[src/rtl/assert_macros.svh]
// Assertion macros shared by the fixed-point ALU RTL.
// Define ASSERT_OFF to compile every check out.
`ifndef ASSERT_MACROS_SVH
`define ASSERT_MACROS_SVH

`ifndef ASSERT_OFF
`define ASSERT_IMPLIES(label, clk, rst, ante, cons) \
  label: assert property (@(posedge clk) disable iff (rst) (ante) |-> (cons)) \
    else $error("assertion failed");
`define ASSERT_NEXT(label, clk, rst, ante, cons) \
  label: assert property (@(posedge clk) disable iff (rst) (ante) |=> (cons)) \
    else $error("assertion failed");
`else
`define ASSERT_IMPLIES(label, clk, rst, ante, cons)
`define ASSERT_NEXT(label, clk, rst, ante, cons)
`endif

`endif

[src/rtl/fpa_pkg.sv]
// Types, constants and helper functions of the fixed-point ALU.
// Used by every module of the block; depends on nothing.
package fpa_pkg;

  localparam int FRAC_BITS  = 8;
  localparam int WORD_WIDTH = 32;
  localparam int NUM_WIDTH  = WORD_WIDTH + FRAC_BITS;
  localparam int MAG_WIDTH  = (NUM_WIDTH + 1 > 2 * WORD_WIDTH + 1) ?
                              NUM_WIDTH + 1 : 2 * WORD_WIDTH + 1;

  localparam logic [WORD_WIDTH-1:0] MAX_VAL = {1'b0, {(WORD_WIDTH-1){1'b1}}};
  localparam logic [WORD_WIDTH-1:0] MIN_VAL = {1'b1, {(WORD_WIDTH-1){1'b0}}};
  localparam logic [MAG_WIDTH-1:0]  NEG_LIM = MAG_WIDTH'(1) << (WORD_WIDTH - 1);
  localparam logic [MAG_WIDTH-1:0]  POS_LIM = NEG_LIM - MAG_WIDTH'(1);
  localparam logic [MAG_WIDTH-1:0]  HALF    = MAG_WIDTH'(1) << (FRAC_BITS - 1);

  typedef enum logic [4:0] {
    OP_ADD = 5'd0, OP_SUB = 5'd1, OP_MUL = 5'd2, OP_DIV = 5'd3,
    OP_GT = 5'd4, OP_LT = 5'd5, OP_GE = 5'd6, OP_LE = 5'd7,
    OP_EQ = 5'd8, OP_NE = 5'd9, OP_MIN = 5'd10, OP_MAX = 5'd11,
    OP_INC = 5'd12, OP_DEC = 5'd13, OP_FROM_INT = 5'd14,
    OP_TO_INT = 5'd15, OP_ABS = 5'd16
  } op_t;

  typedef enum logic [1:0] {ST_OK = 2'd0, ST_SAT = 2'd1, ST_DIV0 = 2'd2} status_t;

  typedef enum logic [1:0] {KIND_SIMPLE, KIND_MUL, KIND_DIV} kind_t;

  typedef struct packed {
    logic [4:0]                   cmd;
    logic signed [WORD_WIDTH-1:0] operand_a;
    logic signed [WORD_WIDTH-1:0] operand_b;
  } req_t;

  typedef struct packed {
    logic signed [WORD_WIDTH-1:0] result_value;
    logic                         compare_true;
    logic [1:0]                   status;
  } rsp_t;

  typedef struct packed {
    logic                      valid;
    kind_t                     kind;
    logic                      neg;
    rsp_t                      simple;
    logic [2*WORD_WIDTH-1:0]   prod;
    logic [WORD_WIDTH-1:0]     den;
    logic [NUM_WIDTH-1:0]      num;
    logic [WORD_WIDTH-1:0]     rem;
    logic [NUM_WIDTH-1:0]      quo;
  } pipe_t;

  // {saturated, value} from a sign and a magnitude
  function automatic logic [WORD_WIDTH:0] sat_mag(input logic neg,
                                                  input logic [MAG_WIDTH-1:0] m);
    logic [WORD_WIDTH-1:0] low;
    low = m[WORD_WIDTH-1:0];
    if (neg) begin
      if (m > NEG_LIM) return {1'b1, MIN_VAL};
      return {1'b0, -low};
    end
    if (m > POS_LIM) return {1'b1, MAX_VAL};
    return {1'b0, low};
  endfunction

  // {saturated, value} from a one-bit-wider signed sum
  function automatic logic [WORD_WIDTH:0] sat_sum(input logic [WORD_WIDTH:0] s);
    if (s[WORD_WIDTH] != s[WORD_WIDTH-1]) begin
      return {1'b1, (s[WORD_WIDTH] ? MIN_VAL : MAX_VAL)};
    end
    return {1'b0, s[WORD_WIDTH-1:0]};
  endfunction

endpackage

[src/rtl/fpa_back.sv]
// Exit stage: rounds and saturates multiply and divide results, picks the
// answer and holds it in the output register. Uses fpa_pkg.
module fpa_back (
  input  logic           clk,
  input  logic           rst,
  input  logic           en,
  input  fpa_pkg::pipe_t up,
  output logic           rsp_valid,
  output fpa_pkg::rsp_t  rsp
);
  import fpa_pkg::*;

  localparam int W = WORD_WIDTH;

  rsp_t                 rsp_next;
  logic [MAG_WIDTH-1:0] mul_m, div_m;
  logic                 round_up;
  logic [W:0]           mul_r, div_r;

  always_comb begin
    mul_m    = (MAG_WIDTH'(up.prod) + HALF) >> FRAC_BITS;
    round_up = {up.rem, 1'b0} >= {1'b0, up.den};
    div_m    = MAG_WIDTH'(up.quo) + MAG_WIDTH'(round_up);
    mul_r    = sat_mag(up.neg, mul_m);
    div_r    = sat_mag(up.neg, div_m);
    rsp_next = up.simple;
    case (up.kind)
      KIND_MUL: begin
        rsp_next.result_value = mul_r[W-1:0];
        rsp_next.status = mul_r[W] ? ST_SAT : ST_OK;
      end
      KIND_DIV: begin
        rsp_next.result_value = div_r[W-1:0];
        rsp_next.status = div_r[W] ? ST_SAT : ST_OK;
      end
      default: ;
    endcase
  end

  always_ff @(posedge clk) begin
    if (rst) begin
      rsp_valid <= 1'b0;
    end else if (en) begin
      rsp_valid <= up.valid;
    end
    if (en) rsp <= rsp_next;
  end

endmodule

[config.mk]
export PLATFORM = sky130hd
export DESIGN_NAME = fpa_back
export DESIGN_NICKNAME = d
export VERILOG_FILES = /design/src/rtl/assert_macros.svh /design/src/rtl/fpa_pkg.sv /design/src/rtl/fpa_back.sv
export SDC_FILE = /design/constraint.sdc
export NUM_CORES = 1
export LEC_CHECK = 0
export ABC_AREA = 1
export BUFFER_PORTS_ARGS = -buffer_cell sky130_fd_sc_hd__buf_2
export CAP_MARGIN = 20
export CELL_PAD_IN_SITES_DETAIL_PLACEMENT = 1
export CELL_PAD_IN_SITES_GLOBAL_PLACEMENT = 1
export CORE_MARGIN = 2
export CORE_UTILIZATION = 35
export CTS_CLUSTER_DIAMETER = 80
export CTS_CLUSTER_SIZE = 12
export DETAILED_ROUTE_END_ITERATION = 10
export PLACE_DENSITY_LB_ADDON = 0.08
export REMOVE_ABC_BUFFERS = 1
export SYNTH_ARGS = -nofsm -noshare
export SYNTH_HDL_FRONTEND = slang
export SYNTH_SLANG_ARGS = --single-unit
[constraint.sdc]
create_clock -name clk -period 4.7 [get_ports clk]
set_clock_uncertainty 0.2 [all_clocks]
set_input_delay 0.47 -clock clk [delete_from_list [all_inputs] [get_ports clk]]
set_output_delay 0.47 -clock clk [all_outputs]
set_load 0.01 [all_outputs]
==> flow_summary.ini <==
[drt]
drc_errors = 0
wl_per_cell_um = 18.4
dr.pass1.iters = 5
vias = 14800
ant_nets = 0
drtIter0Drc = 1098
via_per_inst = 5.39
totalWireLength_um = 50400

[critical_path]
reg2reg_depth = 2
start_kind = primary input
crit_path_end_kind = register
slowest_stage = nor4_4
reg2reg_setup_slack_ns = 3.91
worst_ep_arrival_time_ns = 4.88
path_max_fanout = 8
max_stage_delay_ns = 0.37
critPathKind = primary input to register
r2r-start = rsp_valid$_SDFFE_PP0P_
crit_required_ns = 4.68
setup.worst_path.start = up[141]

[placed_design]
postPlaceCellArea_um2 = 12600
place_ws_ns = -0.704
gp_congestion = 0.925
portBuffers = 238
dp_hpwl_um = 37900

[min_path]
hold_depth = 2
min_from = rst
hold_path_class = primary input to register

[sta]
fin_crit_sh_pct = 104
rsz0062_at_grt = yes
finalWorstSetupSlack_ns = -0.203
setup_tns_ns = -3.51
period_minus_slack_ns = 4.90
slew_headroom_pct = 37.2
finalHoldViolCount = 0
max_freq_mhz = 204
slew_violations = 0
tightest_slew_ns = 0.942
setup_viol_count_final = 33

[layout]
fillers = 4089
fin_util_pct = 50.9
postLayoutCellArea_um2 = 14200
nets = 2654
drive_gt1_share_pct = 29.7
antenna_cells = 0
area_growth_pct = 42.3

[yosys]
netlist_area_um2 = 9990
syn_avg_cell_area_um2 = 5.06
yosysSeqAreaShare_pct = 10.7
async_reset_ff_share_pct = 0
synth_top_flop_cell = edfxtp_1
synth-edff-count = 35
ys_types = 41
synth_warnings = 0
synth-seq-cells = 36
netlist_instances = 1974

[run]
cap_violations = 0

[outcome]
violations = setup timing
status = complete, but fails checks

[grt]
grt_max_degree = 45
global_route.usage.met3_pct = 3.67
antenna_found_initial = 0
grt_use_met1_pct = 41.8
grt_pass1_vias = 14200
grtUsageTotal_pct = 29.7
busiest_layer = met2
met2_usage_pct = 48.5
grt_overflow_total = 0
grt_pass1_wl_um = 73000

[power]
p_total_mw = 1.73
vdd_drop_max_uv = 120
cellPowerDensity_nw_per_um2 = 122
p_leak_nw = 7.04

[cts]
cts_buffers = 5
clock_latency_ns = 0.30
cts_max_level = 2
cts.sinks = 36
cts_tree = built
cts-root-buf = clkbuf_16
cts_hold_buf = 0
clk_path_buf_depth = 2
clk_pin_slew_ns = 0.07

[die]
design.core.area_um2 = 27900
die_h_um = 173
io_pins = 286
dieArea_um2 = 29900
initial_core_util_pct = 35.8
rows = 61
die_x_um = 173
==> repair_timing <==
action                     CTS  global route
gates cloned                 1             3
pin swaps                   15           113
setup buffers               10            32
resized for setup           57           228
setup endpoints to repair   33            33
==> cells by family (layout without fill, tap and decap cells) <==
kind of cell               Yosys count  in the layout  share of synthesized area (%)
and+or+nand+nor                   1471           1471                           64.4
buffers and inverters              291            682                           11.4
AOI/OAI and AO/OA                  103            103                           5.65
adders and majority gates           40             40                           5.01
DFF                                 36             36                           10.7
xor gates and xnor gates            32             32                           2.80
muxes                                1              1                          0.100
==> Yosys cell counts, drive strengths merged, types with 13 or more instances <==
library cell,n,area share [%]
nand2,761,29
nor2,369,16
inv,245,9.2
nand3,230,12
nand4,78,4.9
o21ai,45,2.3
a21oi,40,2.0
ha,40,5.0
edfxtp,35,11
xor2,26,2.3
clkbuf,23,0.86
buf,19,1.1
nor3,16,0.91
nand3b,13,0.98
==> cell usage in the layout (no fill, tap or decap), types with 25 or more instances in the layout <==
cell      count
a21oi_1      38
buf_2       232
buf_4       158
buf_6        26
edfxtp_1     35
ha_1         35
inv_1       223
nand2_1     662
nand2_2      76
nand3_1     185
nand3_2      35
nand4_1      78
nor2_1      291
nor2_2       43
nor2_4       31
o21ai_0      28
xor2_1       25
==> flip-flops by register name, summed over array words and instances (netlist names) <==
name / count
rsp: 35
rsp_valid: 1
==> power breakdown <==
part | internal (mW) | total [mW] | switching [mW]
Sequential | 0.395 | 0.406 | 0.0112
Clock | 0.213 | 0.378 | 0.165
Combinational | 0.355 | 0.945 | 0.590
==> per-layer routing <==
| metal | up-vias | part of all wire [%] |
|---|---|---|
| li1 | 7064 | - |
| met1 | 7008 | 44 |
| met2 | 579 | 47 |
| met3 | 122 | 6.4 |
| met4 | 0 | 2.7 |
| met5 | - | 0 |
==> layout make-up <==
| type | instances | area (um^2) | area share, % |
|---|---|---|---|
| multi-input combinational | 1647 | 8740 | 61.5 |
| tap | 378 | 473 | 3.33 |
| inverter | 249 | 952 | 6.70 |
| clock buffer | 6 | 139 | 0.977 |
| timing repair buffer | 425 | 2830 | 19.9 |
| sequential | 36 | 1070 | 7.53 |
| clock inverter | 2 | 13.8 | 0.0968 |
==> critical path: cells and delay by family <==
family / cells / cell delay [ns]
AOI/OAI and AO/OA: 1 / 0.29
adders and majority gates: 2 / 0.52
buffers and inverters: 9 / 0.89
and+or+nand+nor: 20 / 2.67
==> worst paths after layout <==
| kind | end |
|---|---|
| min | rsp_valid$_SDFFE_PP0P_ |
| max reg2reg | rsp_valid$_SDFFE_PP0P_ |
| min reg2reg | rsp_valid$_SDFFE_PP0P_ |
| max | rsp[20]$_DFFE_PP_ |
==> stage by stage <==
| step | instances | hold slack [ns] |
|---|---|---|
| finish | 2743 | 0.117 |
| global route | 2743 | 0.124 |
| CTS | 2709 | 0.115 |
| detailed placement | 2690 | 0.291 |
| global placement | 2690 | 0.271 |
| floorplan | 1932 | 0.328 |
Power figures use the tool's default switching activity.
