<file path="config.mk">
export PLATFORM = sky130hd
export DESIGN_NAME = fpa_front
export DESIGN_NICKNAME = d
export VERILOG_FILES = /design/src/rtl/assert_macros.svh /design/src/rtl/fpa_pkg.sv /design/src/rtl/fpa_front.sv
export SDC_FILE = /design/constraint.sdc
export NUM_CORES = 2
export LEC_CHECK = 0
export ABC_CLOCK_PERIOD_IN_PS = 18300
export BUFFER_PORTS_ARGS = -buffer_cell sky130_fd_sc_hd__buf_2
export CORE_MARGIN = 2
export CORE_UTILIZATION = 64
export DETAILED_ROUTE_END_ITERATION = 7
export PLACE_DENSITY = 0.84
export REMOVE_ABC_BUFFERS = 1
export SLEW_MARGIN = 20
export SYNTH_ARGS = -nofsm -noshare
export SYNTH_HDL_FRONTEND = slang
export SYNTH_SLANG_ARGS = --single-unit
</file>
<file path="constraint.sdc">
create_clock -name clk -period 18.3 [get_ports clk]
set_input_delay 3.66 -clock clk [delete_from_list [all_inputs] [get_ports clk]]
set_output_delay 3.66 -clock clk [all_outputs]
set_load 0.1 [all_outputs]
</file>
<file path="src/rtl/assert_macros.svh">
// Assertion macros shared by the fixed-point ALU RTL.
// Define ASSERT_OFF to compile every check out.
`ifndef ASSERT_MACROS_SVH
`define ASSERT_MACROS_SVH

`ifndef ASSERT_OFF
`define ASSERT_IMPLIES(label, clk, rst, ante, cons) \
  label: assert property (@(posedge clk) disable iff (rst) (ante) |-> (cons)) \
    else $error("assertion failed");
`define ASSERT_NEXT(label, clk, rst, ante, cons) \
  label: assert property (@(posedge clk) disable iff (rst) (ante) |=> (cons)) \
    else $error("assertion failed");
`else
`define ASSERT_IMPLIES(label, clk, rst, ante, cons)
`define ASSERT_NEXT(label, clk, rst, ante, cons)
`endif

`endif

</file>
<file path="src/rtl/fpa_pkg.sv">
// Types, constants and helper functions of the fixed-point ALU.
// Used by every module of the block; depends on nothing.
package fpa_pkg;

  localparam int FRAC_BITS  = 8;
  localparam int WORD_WIDTH = 32;
  localparam int NUM_WIDTH  = WORD_WIDTH + FRAC_BITS;
  localparam int MAG_WIDTH  = (NUM_WIDTH + 1 > 2 * WORD_WIDTH + 1) ?
                              NUM_WIDTH + 1 : 2 * WORD_WIDTH + 1;

  localparam logic [WORD_WIDTH-1:0] MAX_VAL = {1'b0, {(WORD_WIDTH-1){1'b1}}};
  localparam logic [WORD_WIDTH-1:0] MIN_VAL = {1'b1, {(WORD_WIDTH-1){1'b0}}};
  localparam logic [MAG_WIDTH-1:0]  NEG_LIM = MAG_WIDTH'(1) << (WORD_WIDTH - 1);
  localparam logic [MAG_WIDTH-1:0]  POS_LIM = NEG_LIM - MAG_WIDTH'(1);
  localparam logic [MAG_WIDTH-1:0]  HALF    = MAG_WIDTH'(1) << (FRAC_BITS - 1);

  typedef enum logic [4:0] {
    OP_ADD = 5'd0, OP_SUB = 5'd1, OP_MUL = 5'd2, OP_DIV = 5'd3,
    OP_GT = 5'd4, OP_LT = 5'd5, OP_GE = 5'd6, OP_LE = 5'd7,
    OP_EQ = 5'd8, OP_NE = 5'd9, OP_MIN = 5'd10, OP_MAX = 5'd11,
    OP_INC = 5'd12, OP_DEC = 5'd13, OP_FROM_INT = 5'd14,
    OP_TO_INT = 5'd15, OP_ABS = 5'd16
  } op_t;

  typedef enum logic [1:0] {ST_OK = 2'd0, ST_SAT = 2'd1, ST_DIV0 = 2'd2} status_t;

  typedef enum logic [1:0] {KIND_SIMPLE, KIND_MUL, KIND_DIV} kind_t;

  typedef struct packed {
    logic [4:0]                   cmd;
    logic signed [WORD_WIDTH-1:0] operand_a;
    logic signed [WORD_WIDTH-1:0] operand_b;
  } req_t;

  typedef struct packed {
    logic signed [WORD_WIDTH-1:0] result_value;
    logic                         compare_true;
    logic [1:0]                   status;
  } rsp_t;

  typedef struct packed {
    logic                      valid;
    kind_t                     kind;
    logic                      neg;
    rsp_t                      simple;
    logic [2*WORD_WIDTH-1:0]   prod;
    logic [WORD_WIDTH-1:0]     den;
    logic [NUM_WIDTH-1:0]      num;
    logic [WORD_WIDTH-1:0]     rem;
    logic [NUM_WIDTH-1:0]      quo;
  } pipe_t;

  // {saturated, value} from a sign and a magnitude
  function automatic logic [WORD_WIDTH:0] sat_mag(input logic neg,
                                                  input logic [MAG_WIDTH-1:0] m);
    logic [WORD_WIDTH-1:0] low;
    low = m[WORD_WIDTH-1:0];
    if (neg) begin
      if (m > NEG_LIM) return {1'b1, MIN_VAL};
      return {1'b0, -low};
    end
    if (m > POS_LIM) return {1'b1, MAX_VAL};
    return {1'b0, low};
  endfunction

  // {saturated, value} from a one-bit-wider signed sum
  function automatic logic [WORD_WIDTH:0] sat_sum(input logic [WORD_WIDTH:0] s);
    if (s[WORD_WIDTH] != s[WORD_WIDTH-1]) begin
      return {1'b1, (s[WORD_WIDTH] ? MIN_VAL : MAX_VAL)};
    end
    return {1'b0, s[WORD_WIDTH-1:0]};
  endfunction

endpackage

</file>
<file path="src/rtl/fpa_front.sv">
// Entry stage: decodes the request, finishes the simple operations,
// registers the multiplier product and sets up the divide. Uses fpa_pkg.
module fpa_front (
  input  logic           clk,
  input  logic           rst,
  input  logic           en,
  input  logic           req_valid,
  input  fpa_pkg::req_t  req,
  output fpa_pkg::pipe_t stage
);
  import fpa_pkg::*;

  localparam int W = WORD_WIDTH;

  pipe_t           stage_next;
  logic [W-1:0]    a, b, ma, mb;
  logic [W:0]      ea, eb;
  logic [W:0]      sum_r, dif_r, inc_r, dec_r, fi_r;
  logic            lt, gt, eq;
  logic [FRAC_BITS:0] top;

  always_comb begin
    a  = req.operand_a;
    b  = req.operand_b;
    ea = {a[W-1], a};
    eb = {b[W-1], b};
    ma = a[W-1] ? -a : a;
    mb = b[W-1] ? -b : b;
    lt = $signed(a) < $signed(b);
    gt = $signed(b) < $signed(a);
    eq = a == b;
    sum_r = sat_sum(ea + eb);
    dif_r = sat_sum(ea - eb);
    inc_r = sat_sum(ea + (W+1)'(1));
    dec_r = sat_sum(ea - (W+1)'(1));
    top   = a[W-1 -: FRAC_BITS+1];
    fi_r  = ((&top) || !(|top)) ? {1'b0, a << FRAC_BITS} :
                                  {1'b1, (a[W-1] ? MIN_VAL : MAX_VAL)};

    stage_next.valid = req_valid;
    stage_next.kind  = KIND_SIMPLE;
    stage_next.neg   = a[W-1] ^ b[W-1];
    stage_next.prod  = ma * mb;
    stage_next.den   = mb;
    stage_next.num   = {ma, {FRAC_BITS{1'b0}}};
    stage_next.rem   = '0;
    stage_next.quo   = '0;
    stage_next.simple = '0;

    unique case (req.cmd)
      OP_ADD: begin
        stage_next.simple.result_value = sum_r[W-1:0];
        stage_next.simple.status = sum_r[W] ? ST_SAT : ST_OK;
      end
      OP_SUB: begin
        stage_next.simple.result_value = dif_r[W-1:0];
        stage_next.simple.status = dif_r[W] ? ST_SAT : ST_OK;
      end
      OP_MUL: stage_next.kind = KIND_MUL;
      OP_DIV: begin
        if (b == '0) begin
          stage_next.simple.result_value = a[W-1] ? MIN_VAL : MAX_VAL;
          stage_next.simple.status = ST_DIV0;
        end else begin
          stage_next.kind = KIND_DIV;
        end
      end
      OP_GT: stage_next.simple.compare_true = gt;
      OP_LT: stage_next.simple.compare_true = lt;
      OP_GE: stage_next.simple.compare_true = !lt;
      OP_LE: stage_next.simple.compare_true = !gt;
      OP_EQ: stage_next.simple.compare_true = eq;
      OP_NE: stage_next.simple.compare_true = !eq;
      OP_MIN: stage_next.simple.result_value = lt ? a : b;
      OP_MAX: stage_next.simple.result_value = gt ? a : b;
      OP_INC: begin
        stage_next.simple.result_value = inc_r[W-1:0];
        stage_next.simple.status = inc_r[W] ? ST_SAT : ST_OK;
      end
      OP_DEC: begin
        stage_next.simple.result_value = dec_r[W-1:0];
        stage_next.simple.status = dec_r[W] ? ST_SAT : ST_OK;
      end
      OP_FROM_INT: begin
        stage_next.simple.result_value = fi_r[W-1:0];
        stage_next.simple.status = fi_r[W] ? ST_SAT : ST_OK;
      end
      OP_TO_INT: stage_next.simple.result_value = $signed(a) >>> FRAC_BITS;
      OP_ABS: begin
        if (a == MIN_VAL) begin
          stage_next.simple.result_value = MAX_VAL;
          stage_next.simple.status = ST_SAT;
        end else begin
          stage_next.simple.result_value = ma;
        end
      end
      default: ;
    endcase
  end

  always_ff @(posedge clk) begin
    if (rst) begin
      stage.valid <= 1'b0;
    end else if (en) begin
      stage <= stage_next;
    end
  end

endmodule

</file>
==> summary.md <==
| Metric | Value |
|---|---|
| Core area | around 73000 um2 |
| R2R cell count | 2 |
| Failing checks | design-rule violations |
| Final Cycle Share | 82.90% |
| Post-synthesis mux area share | less than 1% |
| Post-synthesis compound-gate area fraction | slightly below 10% |
| CTS root buffer | clkbuf_16 |
| Unique masters post-synth | 100 |
| Synth Area in Adders | 47.32% |
| Final hold violation count | 0 |
| RSZ-0062 raised after global routing | false |
| Vias in the first global route | 42280 |
| Clk slew on worst S/H paths | 70 ps |
| Drt first pass iters | 8 |
| Clock period minus worst slack | 15170 ps |
| Largest net degree at the start of global routing | just over 60 |
| Final Instance Area | 49230 um2 |
| Top FF cell, synth | edfxtp_1 |
| CP peak stage delay | 1040 ps |
| CTS tree | yes |
| Total wire length | 167100 um |
| I/O Buffers | 239 |
| Max reg flops | 167 |
| CTS Buf Count | 17 |
| Arr. time, crit path | 15440 ps |
| WP buf/inv | 7 |
| Synth Area per Inst | 8.603 um2 |
| Largest Register | stage |
| Final Setup Violations | 0 |
| Placed inst area | 48640 um2 |
| Top-area cell type share of the netlist area | 38.45% |
| Total GRT Usage | 45.03% |
| Synth Warn # | 0 |
| Post-synth EDFFs | 166 |
| CTS HTree Levels | 4 |
| DRC Markers | 3 |
| Post-synthesis sequential area ratio | 10.70% |
| Die area | 75240 um2 |
| Status | complete, but fails checks |
| Commonest non-fill, non-tap cell in the layout | inv_1 |
| Fin. max-slew vios | 0 |
| Kind of cell adding the most delay to the critical path | adder cells |
| WHS | 507.7 ps |
| Clock Path Buffers | 2 |
| Drt initial violations | 5139 |
| Origin of the worst setup path | req[32] |
| Yosys top cell by area | fa_1 |
| Most frequent cells in the layout | 983 x inv_1, 898 x fa_1, 691 x nor2_1 |
| Clk_lat worst skew | ~500 ps |
| Simple-gate area share of the yosys netlist | 15.59% |
| GPL Wtd Cong | 1.019 |
| Ratio of cells with drive above 1 in the final layout | 8.669% |
| HPWL after detailed placement | 125000 um |
| # resized after CTS | 0 |
| Synth Register Bits | 167 |
| Setup bufs post-CTS | 0 |
| Worst Path Required | 18570 ps |
| Post-DR wirelength/cell | 25.89 um |
| Largest family of logic cells by synthesized area | adder cells |
| CP dominant cell by count | fa_1 |
| P&R area growth vs syn | 5.282% |
| R2r setup slk | approximately 18000 ps |
| Hold WC Path Type | register to register |
| First-pass GRT wire length | 249600 um |
| DRT antenna net count | 0 |
| Worst reg2reg startpoint | stage[246] |
| Asr flop ratio synth | 0% |
| Standard-cell rows | 99 |
| Die Wd | ~270 um |
| Max-cap violations | 0 |
| Max Clock Freq | approximately 66 MHz |
| GRT overflow | 0 |
| Startpoint Class | input port |
| Top Registers | stage (167) |
| Initial Util | 64.42% |
| Skew final | 0 ps |
| Crit path kind | input port to register |
| Via density | around 6.4 |
| Post-Synth XOR/XNOR Area | 4.113% |
| Worst Path Max Fanout | 23 |
| Worst R2R End | stage[246] |
| Cell Area, Synth | 46760 um2 |
| Top-Level Pins | 320 |
| Initial antenna violation count | 8 |
| Cells after Synth | 5435 |
| Vias | 41330 |
| Die Y | between 200 and 300 um |
| Setup TNS | 0 ps |
| Critical Path End | stage[201] |
| Crit path depth | 32 |
| Slowest cell on crit path | clkinv_1 |
| Nets | ~6800 |
| Clock sink count | 167 |
| Slew @ Worst Pin | 1256 ps |
| Slew headroom | 15.74% |
| Crit. End Element | register |
| Top cells by area, synth | fa_1 38%, edfxtp_1 11%, ha_1 8.9% |
| Post-CTS Hold Buffers | 0 |
==> cell usage after synthesis (19+ instances only) <==
| master | instances |
|---|---|
| clkbuf_1 | 253 |
| a21o_1 | 52 |
| o21ai_0 | 205 |
| and2_1 | 21 |
| nand2b_1 | 34 |
| a211oi_1 | 26 |
| fa_1 | 898 |
| nor3_1 | 45 |
| nand2_1 | 613 |
| buf_4 | 84 |
| nor2_1 | 692 |
| nand4_1 | 59 |
| buf_2 | 29 |
| nor2b_1 | 25 |
| clkinv_1 | 21 |
| ha_1 | 331 |
| inv_1 | 985 |
| buf_1 | 19 |
| or3_1 | 20 |
| nand3_1 | 87 |
| edfxtp_1 | 166 |
| o211ai_1 | 26 |
| xor2_1 | 70 |
| o21a_1 | 20 |
| o21bai_1 | 20 |
| a21oi_1 | 177 |
| xnor2_1 | 144 |
| a221oi_1 | 31 |
==> metrics by stage <==
step,setup WS (ps),utilization (%),instances
final,3129,67.82,6455
after global routing,2906,67.81,6451
after CTS,3932,67.77,6450
after detailed placement,3397,67.01,6418
after global placement,3656,67.01,6418
after floorplan,4919,-,5122
==> tightest hold or removal path: cells and delay by family (launching register included) <==
kind	cells	cell delay, ps
AND/OR/NAND/NOR	1	70
flip-flops	1	330
multiplexers	1	70
==> layout make-up <==
class                           count  area (um2)
Antenna cell                        5       12.51
Clock buffer                       19       432.9
Clock inverter                     13       123.9
Fill cell                        5804       23360
Inverter                         1012        3809
Multi-Input combinational cell   3943       36720
Sequential cell                   167        5005
Tap cell                          959        1200
Timing Repair Buffer              337        1932
==> kinds of logic (layout without fill, tap and decap cells) <==
family,Yosys count,in the layout
multiplexers,18,18
AND/OR/NAND/NOR,1694,1694
AO/OA/AOI/OAI,704,704
other,1,85
buffers and inverters,1404,1381
XOR/XNOR,217,217
flip-flops,167,167
adder cells (fa/ha/maj),1230,1230
==> metal layers <==
metal  GRT usage, %  routed length (um)
met1          54.29               55430
met4          32.65               15490
met3          16.79               24230
met5          1.669                 322
met2          66.23               71670
==> how the worst min path moves through the flow <==
stage / from / to / slack [ps] / cells after the start
finish: stage[246] / stage[246] / 510 / 2
global route: stage[246] / stage[246] / 530 / 2
CTS: stage[246] / stage[246] / 520 / 2
detailed placement: stage[246] / stage[246] / 500 / 2
global placement: stage[246] / stage[246] / 470 / 2
floorplan: stage[246] / stage[246] / 970 / 2
Power is left out: the tool's default activity adds up to more than one toggle a clock period on the data nets, which glitch-free logic cannot reach.
