<file path="config.mk">
export PLATFORM = sky130hd
export DESIGN_NAME = fpa_cell
export DESIGN_NICKNAME = d
export VERILOG_FILES = /design/src/rtl/assert_macros.svh /design/src/rtl/fpa_pkg.sv /design/src/rtl/fpa_cell.sv
export SDC_FILE = /design/constraint.sdc
export NUM_CORES = 1
export LEC_CHECK = 0
export BUFFER_PORTS_ARGS = -buffer_cell sky130_fd_sc_hd__buf_2
export CORE_AREA = 3 3 190 192
export DETAILED_ROUTE_END_ITERATION = 8
export DIE_AREA = 0 0 193 195
export GPL_ROUTABILITY_DRIVEN = 0
export PLACE_DENSITY = 0.52
export SLEW_MARGIN = 20
export SYNTH_ARGS = -nofsm -noshare
export SYNTH_HDL_FRONTEND = slang
export SYNTH_SLANG_ARGS = --single-unit
</file>
<file path="constraint.sdc">
create_clock -name clk -period 17.4 [get_ports clk]
set_input_delay 2.61 -clock clk [delete_from_list [all_inputs] [get_ports clk]]
set_output_delay 2.61 -clock clk [all_outputs]
set_load 0.01 [all_outputs]
</file>
<file path="src/rtl/assert_macros.svh">
// Assertion macros shared by the fixed-point ALU RTL.
// Define ASSERT_OFF to compile every check out.
`ifndef ASSERT_MACROS_SVH
`define ASSERT_MACROS_SVH

`ifndef ASSERT_OFF
`define ASSERT_IMPLIES(label, clk, rst, ante, cons) \
  label: assert property (@(posedge clk) disable iff (rst) (ante) |-> (cons)) \
    else $error("assertion failed");
`define ASSERT_NEXT(label, clk, rst, ante, cons) \
  label: assert property (@(posedge clk) disable iff (rst) (ante) |=> (cons)) \
    else $error("assertion failed");
`else
`define ASSERT_IMPLIES(label, clk, rst, ante, cons)
`define ASSERT_NEXT(label, clk, rst, ante, cons)
`endif

`endif

</file>
<file path="src/rtl/fpa_pkg.sv">
// Types, constants and helper functions of the fixed-point ALU.
// Used by every module of the block; depends on nothing.
package fpa_pkg;

  localparam int FRAC_BITS  = 8;
  localparam int WORD_WIDTH = 32;
  localparam int NUM_WIDTH  = WORD_WIDTH + FRAC_BITS;
  localparam int MAG_WIDTH  = (NUM_WIDTH + 1 > 2 * WORD_WIDTH + 1) ?
                              NUM_WIDTH + 1 : 2 * WORD_WIDTH + 1;

  localparam logic [WORD_WIDTH-1:0] MAX_VAL = {1'b0, {(WORD_WIDTH-1){1'b1}}};
  localparam logic [WORD_WIDTH-1:0] MIN_VAL = {1'b1, {(WORD_WIDTH-1){1'b0}}};
  localparam logic [MAG_WIDTH-1:0]  NEG_LIM = MAG_WIDTH'(1) << (WORD_WIDTH - 1);
  localparam logic [MAG_WIDTH-1:0]  POS_LIM = NEG_LIM - MAG_WIDTH'(1);
  localparam logic [MAG_WIDTH-1:0]  HALF    = MAG_WIDTH'(1) << (FRAC_BITS - 1);

  typedef enum logic [4:0] {
    OP_ADD = 5'd0, OP_SUB = 5'd1, OP_MUL = 5'd2, OP_DIV = 5'd3,
    OP_GT = 5'd4, OP_LT = 5'd5, OP_GE = 5'd6, OP_LE = 5'd7,
    OP_EQ = 5'd8, OP_NE = 5'd9, OP_MIN = 5'd10, OP_MAX = 5'd11,
    OP_INC = 5'd12, OP_DEC = 5'd13, OP_FROM_INT = 5'd14,
    OP_TO_INT = 5'd15, OP_ABS = 5'd16
  } op_t;

  typedef enum logic [1:0] {ST_OK = 2'd0, ST_SAT = 2'd1, ST_DIV0 = 2'd2} status_t;

  typedef enum logic [1:0] {KIND_SIMPLE, KIND_MUL, KIND_DIV} kind_t;

  typedef struct packed {
    logic [4:0]                   cmd;
    logic signed [WORD_WIDTH-1:0] operand_a;
    logic signed [WORD_WIDTH-1:0] operand_b;
  } req_t;

  typedef struct packed {
    logic signed [WORD_WIDTH-1:0] result_value;
    logic                         compare_true;
    logic [1:0]                   status;
  } rsp_t;

  typedef struct packed {
    logic                      valid;
    kind_t                     kind;
    logic                      neg;
    rsp_t                      simple;
    logic [2*WORD_WIDTH-1:0]   prod;
    logic [WORD_WIDTH-1:0]     den;
    logic [NUM_WIDTH-1:0]      num;
    logic [WORD_WIDTH-1:0]     rem;
    logic [NUM_WIDTH-1:0]      quo;
  } pipe_t;

  // {saturated, value} from a sign and a magnitude
  function automatic logic [WORD_WIDTH:0] sat_mag(input logic neg,
                                                  input logic [MAG_WIDTH-1:0] m);
    logic [WORD_WIDTH-1:0] low;
    low = m[WORD_WIDTH-1:0];
    if (neg) begin
      if (m > NEG_LIM) return {1'b1, MIN_VAL};
      return {1'b0, -low};
    end
    if (m > POS_LIM) return {1'b1, MAX_VAL};
    return {1'b0, low};
  endfunction

  // {saturated, value} from a one-bit-wider signed sum
  function automatic logic [WORD_WIDTH:0] sat_sum(input logic [WORD_WIDTH:0] s);
    if (s[WORD_WIDTH] != s[WORD_WIDTH-1]) begin
      return {1'b1, (s[WORD_WIDTH] ? MIN_VAL : MAX_VAL)};
    end
    return {1'b0, s[WORD_WIDTH-1:0]};
  endfunction

endpackage

</file>
<file path="src/rtl/fpa_cell.sv">
// One divide cell: develops one quotient bit by restoring subtraction and
// passes the request on. Uses fpa_pkg.
module fpa_cell (
  input  logic           clk,
  input  logic           rst,
  input  logic           en,
  input  fpa_pkg::pipe_t up,
  output fpa_pkg::pipe_t down
);
  import fpa_pkg::*;

  localparam int W  = WORD_WIDTH;
  localparam int NW = NUM_WIDTH;

  pipe_t      down_next;
  logic [W:0] trial;

  always_comb begin
    trial = {up.rem, up.num[NW-1]} - {1'b0, up.den};
    down_next = up;
    down_next.num = up.num << 1;
    if (!trial[W]) begin
      down_next.rem = trial[W-1:0];
      down_next.quo = {up.quo[NW-2:0], 1'b1};
    end else begin
      down_next.rem = {up.rem[W-2:0], up.num[NW-1]};
      down_next.quo = {up.quo[NW-2:0], 1'b0};
    end
  end

  always_ff @(posedge clk) begin
    if (rst) begin
      down.valid <= 1'b0;
    end else if (en) begin
      down <= down_next;
    end
  end

endmodule

</file>
==> qor.yml, run 1 <==
status: "finished, final reports clean"
synth_edf_count: 245
cp_top_family: "compound AO/OA/AOI/OAI gates"
ys_async_sr_fraction_pct: 0
core_area_um2: 34500
numCtsBuffers: 28
io_buffers: 494
cts_root_buffer: "clkbuf_16"
muxShareOfSynthArea_pct: 4.74
critPathMaxStageDelay_ps: 480
top_register: "down"
ios: 497
final_cells: 1604
slew_violations: 0
synthAdderAreaFrac_pct: 4.25
maxCapViolations: 0
final_cell_mix: "494 x buf_2, 245 x edfxtp_1, 38 x inv_1, 38 x a21oi_1, 32 x ha_1"
cp_data_required_time_ps: 17690
ys_warn_count: 0
yosys.area_share.simple_pct: 5.27
synth_cells: 595
syn2layout_area_growth_pct: 40.1
routed_via_density: 4.42
die_y_um: 195
utilization_pct: 40.1
critPathKind: "in -> reg"
reg_top3: "down x246"
synthXorXnorAreaFrac_pct: 2.04
cp_cell_sequence: "buf_2 > inv_1 > ha_1 > fa_1 > nand2b_1 > a21oi_1 > o211ai_1 > a21oi_1 > o31a_2 > mux2i_1 > nor2_4 > buf_4 > mux2_2"
synth_cell_types: 52
crit_path_top_delay_cell: "buf_4"
tightest_slew_ps: 1080
arrival_ps: 5990
startpoint_type: "primary input"
p_leak_nw: 6.02
grt_usage_pct: 16.7
clock_path_buffers: 3
hold_buffers: 0
rsz0062_at_grt: "false"
finClkSkew_ps: 0
fin_tns_setup_ps: 0
die_w_um: 193
ir_worst_vdd_mv: 0.0681
grt_pass1_wl_um: 46200
drtPass1Iterations: 6
drt_iter0_markers: 242
clk_latency_ps: 540
power_mw: 1.52
synthFlopType: "edfxtp_1"
syn-num-nets: 878
start_util_pct: 28.6
layout_commonest_cell: "buf_2"
hold_viol: 0
h-tree-depth: 1
rows: 68
nets: 1395
die-area_um2: 37600
vias: 7085
max_clock_freq_mhz: 176
p_sw_share_pct: 24.0
synth-seq-area-share_pct: 74.5
cts.sinks: 246
routed_wl_um: 33700
largest_reg_flops: 246
final_antenna_net_count: 0
intPower_mw: 1.15
cp-end-kind: "flip-flop"
critPathMaxFanout: 23
crit_top_cell: "a21oi_1"
p_per_area_nw_per_um2: 109
postCtsSetupBuffers: 0
fin_crit_sh_pct: 32.7
post-route-drc-count: 0
synth_area_per_cell_um2: 16.6
detailed_place_hpwl_um: 27300
synth_top_family_by_area: "compound AO/OA/AOI/OAI gates"
slew_headroom_pct: 28.3
power_frac_seq_pct: 47.1
synth-compound-area-share_pct: 6.92
wl_per_cell_um: 21.0
p_sw_mw: 0.365
cts_tree: "built"
dp.cells: 1537
grt_max_degree: 82
overflow: 0
critPathBufInv: 3
layout-drive-gt1-share_pct: 50.9
yosys_register_bits: 246
clk_pin_slew_ps: 60
synth_area_um2: 9900
hold_path_class: "reg -> reg"
p_clk_share_pct: 38.3
period_needed_ps: 5700
cts_resized: 0
setup_violations: 0
p_comb_share_pct: 14.6
grt_pass1_vias: 7119
antenna_found_initial: 20
## per-layer routing
layer  up-vias  track usage, %  routed length, µm
li1       3317               -                  -
met1      3387            17.7              11600
met2       320            28.9              17200
met3        57            6.86               3860
met4         4            7.71               1040
met5         -               0                 21
## worst min-delay path, cell delays in order, from the launching register on
cell and delay (ps):
dfxtp_1 330, mux2i_1 70, nor2_1 80
## power by group through the flow
stage	sequential (mW)	clock, mW	combinational (mW)
floorplan	0.760	0	0.0994
global placement	0.726	0	0.223
detailed placement	0.727	0	0.224
CTS	0.715	0.601	0.225
global route	0.719	0.626	0.244
finish	0.715	0.581	0.221
## logic make-up after synthesis
group                    Yosys count
flip-flops                       246
AO/OA/AOI/OAI                    107
AND/OR/NAND/NOR                  101
buffers and inverters             50
multiplexers                      34
adder cells (fa/ha/maj)           33
XOR/XNOR                          23
other                              1
## synth_stat cells (4+ instances only)
| cell | number | area (µm²) |
|---|---|---|
| edfxtp_1 | 245 | 7360 |
| a21oi_1 | 38 | 190 |
| inv_1 | 38 | 143 |
| ha_1 | 32 | 400 |
| nand2_1 | 27 | 101 |
| mux2_4 | 25 | 375 |
| nor2_1 | 19 | 71.3 |
| a21o_1 | 18 | 135 |
| o21ai_0 | 17 | 85.1 |
| xnor2_1 | 13 | 114 |
| nand3_1 | 10 | 50.1 |
| xor2_1 | 10 | 87.6 |
| nand2b_1 | 8 | 50.1 |
| mux2i_1 | 6 | 60.1 |
| nand4_1 | 6 | 37.5 |
| nor2b_1 | 6 | 37.5 |
| o211ai_1 | 6 | 45.0 |
| clkbuf_1 | 5 | 18.8 |
| o21a_1 | 5 | 37.5 |
| o21bai_1 | 5 | 37.5 |
| and3_1 | 4 | 25.0 |
| nor3_1 | 4 | 20.0 |
## through the flow
stage | worst slack [ps] | hold WS (ps) | area (µm²)
detailed placement | 11040 | 494 | 12900
CTS | 11620 | 507 | 13800
global route | 11470 | 540 | 13900
floorplan | 3070 | 528 | 9900
global placement | 11030 | 478 | 12900
finish | 11700 | 508 | 13900
## final cells by class
type                    instances  area [µm²]
clock buffers                  37         756
diodes                         17        42.5
clock inverters                13         149
well taps                     455         569
flip-flops and latches        246        7380
fillers                      3384       20700
repair buffers                499        2510
multi-input cells             299        2310
inverters                      38         143
## final timing paths
| check | from | end | slack, ps | cells after the start |
|---|---|---|---|---|
| setup / recovery | up[111] | down[42] | 11700 | 13 |
| hold / removal | down[246] | down[246] | 510 | 2 |
| setup reg to reg | down[246] | down[246] | 16810 | 2 |
| hold reg to reg | down[246] | down[246] | 510 | 2 |
Power figures use the tool's default switching activity.
==> run 2: changes to the inputs <==
==> constraint.sdc (replaced) <==
create_clock -name clk -period 5.64 [get_ports clk]
set_input_delay 0.846 -clock clk [delete_from_list [all_inputs] [get_ports clk]]
set_output_delay 0.846 -clock clk [all_outputs]
set_load 0.01 [all_outputs]
==> qor.yml, run 2 (synthesis results as in run 1) <==
finClkSkew_ps: 0
drt_iter0_markers: 298
cp_data_required_time_ps: 5940
dp.cells: 1535
final_cell_mix: "494 x buf_2, 245 x edfxtp_1, 38 x inv_1, 38 x a21oi_1, 32 x ha_1"
top_register: "down"
period_needed_ps: 3730
rsz0062_at_grt: "false"
numCtsBuffers: 28
postCtsSetupBuffers: 0
nets: 1393
hold_viol: 0
crit_path_top_delay_cell: "nor2_4"
p_per_area_nw_per_um2: 341
detailed_place_hpwl_um: 27100
fin_crit_sh_pct: 66.1
critPathBufInv: 3
gr-usage-met2_pct: 29.5
die_y_um: 195
grt_pass1_wl_um: 46100
clk_latency_ps: 540
max_clock_freq_mhz: 268
drtPass1Iterations: 4
slew_violations: 0
hold_path_depth: 1
path_depth: 13
final_antenna_net_count: 0
die_w_um: 193
hold_path_class: "in -> reg"
ff2ff_path_depth: 2
reg2reg_to: "down[246]"
critPathMaxStageDelay_ps: 480
clk_pin_slew_ps: 60
reg_top3: "down x246"
crit_top_cell: "a21oi_1"
critPathMaxFanout: 22
cp_top_family: "compound AO/OA/AOI/OAI gates"
grt_pass1_vias: 7059
vias: 7044
tightest_slew_ps: 840
arrival_ps: 4030
layout_commonest_cell: "buf_2"
hold_buffers: 0
cts_root_buffer: "clkbuf_16"
maxCapViolations: 0
cts.sinks: 246
grt-busiest-layer: "met2"
power_mw: 4.74
status: "finished, final reports clean"
core_area_um2: 34500
use_met3_pct: 6.34
cts_tree: "built"
layout-drive-gt1-share_pct: 51.2
fillers: 3388
final_cells: 1602
antenna_found_initial: 19
startpoint: "up[111]"
fin_tns_setup_ps: 0
r2r_start: "down[246]"
rows: 68
overflow: 0
grtUsageMet1_pct: 17.8
critical_path.endpoint: "down[43]"
p_leak_nw: 6.04
routed_wl_um: 33700
wl_per_cell_um: 21.1
post-route-drc-count: 0
setup_violations: 0
grt_usage_pct: 16.7
die-area_um2: 37600
ios: 497
syn2layout_area_growth_pct: 40.6
cp-end-kind: "flip-flop"
cp_cell_sequence: "buf_2 > inv_1 > ha_1 > fa_1 > nand2b_1 > a21oi_1 > o211ai_1 > a21oi_1 > o31a_2 > mux2i_1 > nor2_4 > buf_12 > mux2_2"
h-tree-depth: 1
startpoint_type: "primary input"
ir_worst_vdd_mv: 0.209
critPathKind: "in -> reg"
grt_max_degree: 133
cts_resized: 0
routed_via_density: 4.40
clock_path_buffers: 3
start_util_pct: 28.6
rrSetupSlack_ps: 5070
largest_reg_flops: 246
io_buffers: 494
slew_headroom_pct: 43.9
[run 2: cell types whose count changed in the layout (fill, tap and decap cells not counted), sizes merged]
cell	delta
buf	-2
clkbuf	-4
clkinv	+2
diode	-2
inv	+4
[run 2: through the flow]
step / hold WS [ps] / worst slack (ps) / util [%] / cell area, µm²
global placement: 472 / 1380 / 37.4 / 12900
CTS: 424 / 1920 / 40.2 / 13900
finish: 470 / 1910 / 40.3 / 13900
global route: 429 / 1750 / 40.3 / 13900
floorplan: 528 / 695 / - / 9900
detailed placement: 482 / 1320 / 37.4 / 12900
[run 2: layer usage]
metal / wire length (µm) / vias up
li1: - / 3326
met1: 11900 / 3361
met2: 17400 / 296
met3: 3490 / 59
met4: 921 / 2
met5: 12 / -
[run 2: area by class of cell]
class	count	area (µm²)	area share, %
Clock inverter	19	196	1.41
Multi-Input combinational cell	299	2310	16.6
Antenna cell	15	37.5	0.270
Timing Repair Buffer	497	2530	18.2
Tap cell	455	569	4.09
Clock buffer	33	741	5.33
Inverter	38	143	1.03
Sequential cell	246	7380	53.0
[run 2: worst min-delay path by stage]
stage	start	end
6_report	up[15]	down[16]
5_1_grt	up[79]	down[80]
4_1_cts	up[15]	down[16]
3_5_place_dp	down[246]	down[246]
3_3_place_gp	down[246]	down[246]
2_1_floorplan	down[246]	down[246]
[run 2: where the power goes]
part           switching [mW]  internal (mW)  total, mW
logic                   0.377          0.311      0.689
clock network           0.762           1.09       1.85
registers              0.0331           2.17       2.20
total                    1.17           3.57       4.74
